## src/rtl/core/modexp_pkg.sv

```systemverilog
// Shared types and constants for the modular exponentiation block.
package modexp_pkg;

    localparam int DATA_BITS_DEF = 64;
    localparam int BASE_W        = 64;
    localparam int EXP_W         = 63;
    localparam int MOD_W         = 63;
    localparam int RES_W         = 63;

    typedef enum logic [2:0] {
        S_IDLE,
        S_REDUCE,
        S_MUL,
        S_SQR,
        S_NEXT,
        S_DONE
    } t_state;

    // Control word from the sequencer to the cell chain.
    typedef struct packed {
        logic load;  // Clear the chain and load operands.
        logic run;   // Advance the chain by one step.
    } t_chain_ctl;

endpackage

```

## src/rtl/core/modexp_cell.sv

```systemverilog
// One bit cell of the modular accumulator: add slice, modulus borrow slice and state bit.
module modexp_cell (
    input  logic i_clk,
    input  logic i_load,
    input  logic i_en,
    input  logic i_dbl_bit,   // Doubled and reduced accumulator bit at this position.
    input  logic i_add_bit,   // Addend bit at this position.
    input  logic i_sub_bit,   // Modulus bit at this position.
    input  logic i_cin,
    input  logic i_bin,
    input  logic i_take_diff, // The sum reached the modulus, so keep the difference.
    output logic o_acc,
    output logic o_cout,
    output logic o_bout
);
    logic r_acc;
    logic n_acc;
    logic s;
    logic d;

    // Adder slice for acc + addend, followed by borrow slice of that sum - modulus.
    assign s      = i_dbl_bit ^ i_add_bit ^ i_cin;
    assign o_cout = (i_dbl_bit & i_add_bit) | (i_cin & (i_dbl_bit ^ i_add_bit));
    assign d      = s ^ i_sub_bit ^ i_bin;
    assign o_bout = (~s & i_sub_bit) | (i_bin & ~(s ^ i_sub_bit));
    assign o_acc  = r_acc;

    always_comb begin
        n_acc = r_acc;
        if (i_load) begin
            n_acc = 1'b0;
        end else if (i_en) begin
            n_acc = i_take_diff ? d : s;
        end
    end

    always_ff @(posedge i_clk) begin
        r_acc <= n_acc;
    end
endmodule

```

## src/rtl/core/modexp_chain.sv

```systemverilog
// Row of bit cells forming a shift-add modular multiplier, one multiplier bit per step.
module modexp_chain #(
    parameter int W = modexp_pkg::DATA_BITS_DEF
) (
    input  logic                   i_clk,
    input  modexp_pkg::t_chain_ctl i_ctl,
    input  logic [W-1:0]           i_a,
    input  logic [W-1:0]           i_b,
    input  logic [W-1:0]           i_m,
    output logic [W-1:0]           o_prod,
    output logic                   o_done
);
    import modexp_pkg::*;

    localparam int CW = $clog2(W + 1);

    logic [W-1:0]  r_b;
    logic [CW-1:0] r_cnt;
    logic [W-1:0]  cell_acc;
    logic [W:0]    dbl;
    logic [W-1:0]  dbl_red;
    logic [W-1:0]  addend;
    logic [W:0]    carry;
    logic [W:0]    borrow;
    logic          take_diff;
    logic          step;

    // Doubling with its own reduction feeds the cells; acc stays below m.
    assign dbl       = {cell_acc, 1'b0};
    assign dbl_red   = (dbl >= {1'b0, i_m}) ? W'(dbl - {1'b0, i_m}) : dbl[W-1:0];
    assign addend    = r_b[W-1] ? i_a : '0;
    assign carry[0]  = 1'b0;
    assign borrow[0] = 1'b0;
    // The sum reaches m when it carries out or when subtracting m leaves no borrow.
    assign take_diff = carry[W] | ~borrow[W];
    assign step      = i_ctl.run && (r_cnt != '0);

    for (genvar g = 0; g < W; g++) begin : g_cell
        modexp_cell u_cell (
            .i_clk      (i_clk),
            .i_load     (i_ctl.load),
            .i_en       (step),
            .i_dbl_bit  (dbl_red[g]),
            .i_add_bit  (addend[g]),
            .i_sub_bit  (i_m[g]),
            .i_cin      (carry[g]),
            .i_bin      (borrow[g]),
            .i_take_diff(take_diff),
            .o_acc      (cell_acc[g]),
            .o_cout     (carry[g+1]),
            .o_bout     (borrow[g+1])
        );
    end

    always_ff @(posedge i_clk) begin
        if (i_ctl.load) begin
            r_b   <= i_b;
            r_cnt <= CW'(W);
        end else if (step) begin
            r_b   <= r_b << 1;
            r_cnt <= r_cnt - 1'b1;
        end
    end

    assign o_prod = cell_acc;
    assign o_done = (r_cnt == '0);
endmodule

```

## src/rtl/core/modexp_reduce.sv

```systemverilog
// Bit-serial restoring remainder of the base magnitude by the modulus.
module modexp_reduce #(
    parameter int W = modexp_pkg::DATA_BITS_DEF
) (
    input  logic         i_clk,
    input  logic         i_load,
    input  logic [W-1:0] i_mag,
    input  logic [W-1:0] i_m,
    output logic [W-1:0] o_rem,
    output logic         o_done
);
    import modexp_pkg::*;

    localparam int CW = $clog2(W + 1);

    logic [W-1:0]  r_rem;
    logic [W-1:0]  r_q;
    logic [CW-1:0] r_cnt;
    logic [W:0]    sh;

    assign sh = {r_rem, r_q[W-1]};

    always_ff @(posedge i_clk) begin
        if (i_load) begin
            r_rem <= '0;
            r_q   <= i_mag;
            r_cnt <= CW'(W);
        end else if (r_cnt != '0) begin
            r_rem <= (sh >= {1'b0, i_m}) ? W'(sh - {1'b0, i_m}) : sh[W-1:0];
            r_q   <= r_q << 1;
            r_cnt <= r_cnt - 1'b1;
        end
    end

    assign o_rem  = r_rem;
    assign o_done = (r_cnt == '0);
endmodule

```

## src/rtl/core/modular_exponentiation_top.sv

```systemverilog
// Top level: square-and-multiply sequencer around the shift-add cell chain.
// Sequence: base reduction, then per exponent bit an optional multiply and a square
// on the cell chain plus a step state, then the result strobe.
// One transaction at a time; busy is high from acceptance until the result strobe.
// Synchronous active-low reset returns the sequencer to idle; the receiver cannot stall.
module modular_exponentiation_top #(
    parameter int DATA_BITS = modexp_pkg::DATA_BITS_DEF
) (
    input  logic                            i_clk,
    input  logic                            i_rst_n,
    input  logic                            start,
    output logic                            busy,
    input  logic [modexp_pkg::BASE_W-1:0]   i_base_value,
    input  logic [modexp_pkg::EXP_W-1:0]    i_exponent,
    input  logic [modexp_pkg::MOD_W-1:0]    i_modulus,
    output logic                            o_valid,
    output logic [modexp_pkg::RES_W-1:0]    o_power_residue
);
    import modexp_pkg::*;

    localparam int W = DATA_BITS;

    t_state r_state, n_state;
    logic [W-1:0] r_base, r_acc, r_m, r_e;
    logic [W-1:0] raw, mag;
    logic         r_neg;
    logic         r_first;
    t_chain_ctl   ctl;
    logic [W-1:0] ma, mb, prod, rem;
    logic         mdone, rdone, rload;
    logic [W-1:0] m_in;

    assign raw  = i_base_value[W-1:0];
    assign mag  = raw[W-1] ? W'(-raw) : raw;
    assign m_in = {1'b0, i_modulus[W-2:0]};

    modexp_reduce #(.W(W)) u_red (
        .i_clk(i_clk), .i_load(rload), .i_mag(mag), .i_m(r_m),
        .o_rem(rem), .o_done(rdone)
    );

    modexp_chain #(.W(W)) u_chain (
        .i_clk(i_clk), .i_ctl(ctl), .i_a(ma), .i_b(mb), .i_m(r_m),
        .o_prod(prod), .o_done(mdone)
    );

    assign rload = start && !busy;
    assign ma = r_state == S_SQR ? r_base : r_acc;
    assign mb = r_base;

    always_comb begin
        n_state = r_state;
        case (r_state)
            S_IDLE:   if (start) n_state = S_REDUCE;
            S_REDUCE: if (rdone && !r_first) begin
                if (r_m <= W'(1)) n_state = S_DONE;
                else if (r_e == '0) n_state = S_DONE;
                else n_state = r_e[0] ? S_MUL : S_SQR;
            end
            S_MUL:    if (mdone && !r_first) n_state = S_SQR;
            S_SQR:    if (mdone && !r_first) n_state = S_NEXT;
            S_NEXT:   n_state = (r_e == '0) ? S_DONE : (r_e[0] ? S_MUL : S_SQR);
            S_DONE:   n_state = S_IDLE;
            default:  n_state = S_IDLE;
        endcase
    end

    always_comb begin
        ctl.load = 1'b0;
        ctl.run  = 1'b0;
        case (r_state)
            S_MUL, S_SQR: begin
                ctl.load = r_first;
                ctl.run  = !r_first;
            end
            default: ;
        endcase
    end

    always_ff @(posedge i_clk) begin
        if (!i_rst_n) begin
            r_state <= S_IDLE;
            r_first <= 1'b0;
        end else begin
            r_state <= n_state;
            r_first <= (n_state != r_state) || (r_state == S_IDLE && start);
        end
        case (r_state)
            S_IDLE: if (start) begin
                r_m   <= m_in;
                r_e   <= {1'b0, i_exponent[W-2:0]};
                r_neg <= raw[W-1];
                r_acc <= W'(1);
            end
            S_REDUCE: if (rdone && !r_first) begin
                r_base <= (r_neg && rem != '0) ? r_m - rem : rem;
            end
            S_MUL: if (mdone && !r_first) r_acc <= prod;
            S_SQR: if (mdone && !r_first) begin
                r_base <= prod;
                r_e    <= r_e >> 1;
            end
            default: ;
        endcase
    end

    assign busy            = (r_state != S_IDLE);
    assign o_valid         = (r_state == S_DONE);
    assign o_power_residue = (r_m <= W'(1)) ? '0 : RES_W'(r_acc);
endmodule

```

## config.mk

```make
export PLATFORM = sky130hd
export DESIGN_NAME = modular_exponentiation_top
export DESIGN_NICKNAME = d
export VERILOG_FILES = /design/src/rtl/core/modexp_pkg.sv /design/src/rtl/core/modexp_cell.sv /design/src/rtl/core/modexp_chain.sv /design/src/rtl/core/modexp_reduce.sv /design/src/rtl/core/modular_exponentiation_top.sv
export SDC_FILE = /design/constraint.sdc
export NUM_CORES = 2
export LEC_CHECK = 0
export BUFFER_PORTS_ARGS = -buffer_cell sky130_fd_sc_hd__buf_2
export CAP_MARGIN = 5
export CELL_PAD_IN_SITES_DETAIL_PLACEMENT = 1
export CELL_PAD_IN_SITES_GLOBAL_PLACEMENT = 1
export CORE_MARGIN = 1.5
export CORE_UTILIZATION = 30
export DETAILED_ROUTE_END_ITERATION = 8
export HOLD_SLACK_MARGIN = 0.1
export PLACE_DENSITY_LB_ADDON = 0.1
export SKIP_LAST_GASP = 1
export SYNTH_ARGS = -nofsm -noshare
export SYNTH_HDL_FRONTEND = slang
export SYNTH_SLANG_ARGS = --single-unit
```

## constraint.sdc

```tcl
create_clock -name i_clk -period 70.2 [get_ports i_clk]
set_input_delay 7.02 -clock i_clk [delete_from_list [all_inputs] [get_ports i_clk]]
set_output_delay 7.02 -clock i_clk [all_outputs]
set_load 0.05 [all_outputs]
```

==> results.json <==
{
  "drc": 0,
  "cts_resized": 0,
  "grt_max_degree": 72,
  "vias": 35900,
  "antenna_found_initial": 8,
  "drt_iter0_markers": 2903,
  "path_class": "register to register",
  "layout_common_cells": "nand2_1 (1094), edfxtp_1 (383), a21oi_1 (337)",
  "synth_area_mm2": 0.0398,
  "clk_latency_ns": 0.68,
  "wl_per_cell_um": 26.2,
  "htreeDepth": 3,
  "async_flop_share_pct": 0,
  "track_usage_pct": 25.3,
  "root_buffer": "clkbuf_16",
  "multi_input_area_mm2": 0.0237,
  "cts_buffers": 70,
  "ys_seq_area_share_pct": 36.3,
  "cp_slowest_stage_delay_ns": 0.79,
  "rsz0062_at_grt": "false",
  "hold_path_class": "register to register",
  "slew_headroom_pct": 8.56,
  "synthCells": 4683,
  "synth.distinct_cells": 90,
  "post-route-period-util_pct": 45.3,
  "drv_cap": 0,
  "start_util_pct": 30.3,
  "synthTopCellsByArea": "edfxtp_1 (29%), nand2_1 (10%), dfxtp_1 (7.3%)",
  "worst_setup_path_end_kind": "register",
  "first_global_vias": 35900,
  "die_w_um": 367,
  "yosysWarnings": 0,
  "synth_edf_count": 383,
  "cts_tree": "yes",
  "synth_top_area_share_pct": 28.9,
  "grt_pass1_wl_mm": 253,
  "period_needed_ns": 31.83,
  "wl_mm": 174,
  "hold_violations": 0,
  "die_h_um": 367,
  "synth_nets": 5199,
  "yosysTopAreaCell": "edfxtp_1",
  "cpMostUsedCell": "fa_1",
  "grt-ovfl-total": 0,
  "cts.clk_slew.worst_paths_ns": 0.06,
  "syn2layout_area_growth_pct": 13.2,
  "finalSetupTns_ns": 0,
  "p_per_area_mw_per_mm2": 51.8,
  "cp-start-kind": "register",
  "worst_path_max_delay_cell": "o21ai_1",
  "num_io_pins": 258,
  "n_fill_cell": 15500,
  "crit_path_max_fanout": 53,
  "clock.fmax_ghz": 0.0314,
  "post_cts_buffers": 0,
  "dr.pass1.iters": 5,
  "seq_area_mm2": 0.0144,
  "die-area_mm2": 0.135,
  "final_common_cell": "nand2_1",
  "cts_buffer_depth": 3,
  "power_uw": 2330,
  "core_region_area_mm2": 0.131,
  "portBuffers": 257,
  "dominantRegCellSynth": "edfxtp_1",
  "slew_violations": 0,
  "clkSinkCount": 529,
  "nets": 5319,
  "p_leak_uw": 0.0183,
  "drive_above_1_share_pct": 9.69,
  "cts-hold-fix-buffers": 0,
  "num_rows": 133,
  "synth_seq_cells": 529,
  "finClkSkew_ns": 0.0395,
  "syn_avg_cell_area_um2": 8.49,
  "required_ns": 70.74,
  "hpwlAfterDp_mm": 137,
  "ant_nets": 0,
  "crit_arrival_ns": 32.37,
  "whs_ns": 0.488,
  "setup_violations": 0,
  "ir_drop_mv": 0.0344,
  "status": "finished clean",
  "vias_per_cell": 5.43,
  "worst_pin_slew_ns": 1.35,
  "gp_congestion": 0.960
}
[per-layer routing]
metal	share of wire, %	global-route usage, %	vias up
met3	6.0	4.03	148
met2	41	36.3	931
met4	1.9	5.66	2
li1	-	-	16800
met5	0.0075	0	-
met1	51	39.1	18100
[flip-flops by register name (all words and copies together) (netlist names)]
| signal | count |
|---|---|
| r_first | 1 |
| r_state | 3 |
| mb | 64 |
| u_red.r_q | 64 |
| u_red.r_cnt | 7 |
| r_neg | 1 |
| r_m | 63 |
| r_acc | 64 |
| u_chain.r_b | 64 |
| r_e | 63 |
| u_red.o_rem | 64 |
| u_chain.r_cnt | 7 |
| u_chain.g_cell.u_cell.o_acc | 64 |
[report_power, final]
part | switching [µW] | total [µW] | internal (µW)
sequential | 102 | 541 | 438
clock | 157 | 367 | 210
combinational | 914 | 1430 | 511
[final cells by class]
type / count / share of cell area [%]
diodes: 3 / 0.0167
clock buffers: 93 / 4.36
clock inverters: 35 / 0.734
inverters: 214 / 1.79
multi-input cells: 3685 / 52.5
flip-flops and latches: 529 / 32.0
well taps: 1755 / 4.88
repair buffers: 303 / 3.63
[critical path: cells and delay by family (launching register included)]
kind                       cells  cell delay [ns]
adders and majority gates     65            25.83
AOI/OAI and AO/OA              9             2.86
and+or+nand+nor                3             1.09
buffers and inverters          4             0.96
DFF                            1             0.54
muxes                          1             0.27
[stage by stage]
step,utilization (%),setup WS (ns),std cells,instance area [µm²]
2_1_floorplan,-,41.81,4683,39800
3_3_place_gp,32.5,38.90,6486,42700
3_5_place_dp,32.5,38.70,6486,42700
4_1_cts,34.2,38.57,6614,45000
5_1_grt,34.2,37.46,6615,45000
6_report,34.2,38.37,6617,45000
[logic make-up after synthesis]
kind of cell               share of synthesized area (%)
buffers and inverters                               4.53
DFF                                                 36.3
adders and majority gates                           12.6
muxes                                               1.82
xor gates and xnor gates                            4.84
AOI/OAI and AO/OA                                   18.0
and+or+nand+nor                                     21.9
[worst paths after layout]
check	start	endpoint	slack (ns)	cells past startpoint
worst min-delay path	u_chain.g_cell[60].u_cell.o_acc	u_chain.g_cell[60].u_cell.o_acc	0.49	2
worst max register to register	r_m[10]	u_chain.g_cell[26].u_cell.o_acc	38.37	82
worst max-delay path	r_m[10]	u_chain.g_cell[26].u_cell.o_acc	38.37	82
worst min register to register	u_chain.g_cell[60].u_cell.o_acc	u_chain.g_cell[60].u_cell.o_acc	0.49	2
[synthesized netlist by cell type (29+ instances only)]
master    instances
a211oi_1         80
a21o_1           96
a21oi_1         337
a31oi_1          43
and2_1           86
clkbuf_1        226
dfxtp_1         146
edfxtp_1        383
fa_1            128
ha_1            195
inv_1           213
mux2i_1          68
nand2_1        1101
nand3_1         105
nand4_1          66
nor2_1          238
nor2b_1          92
nor3_1           64
nor4_1           64
o21a_1           29
o21ai_0         278
o21bai_1         38
o31ai_1          32
xnor2_1         109
xor2_1          111
No activity file was read; power rests on OpenSTA's default activity.
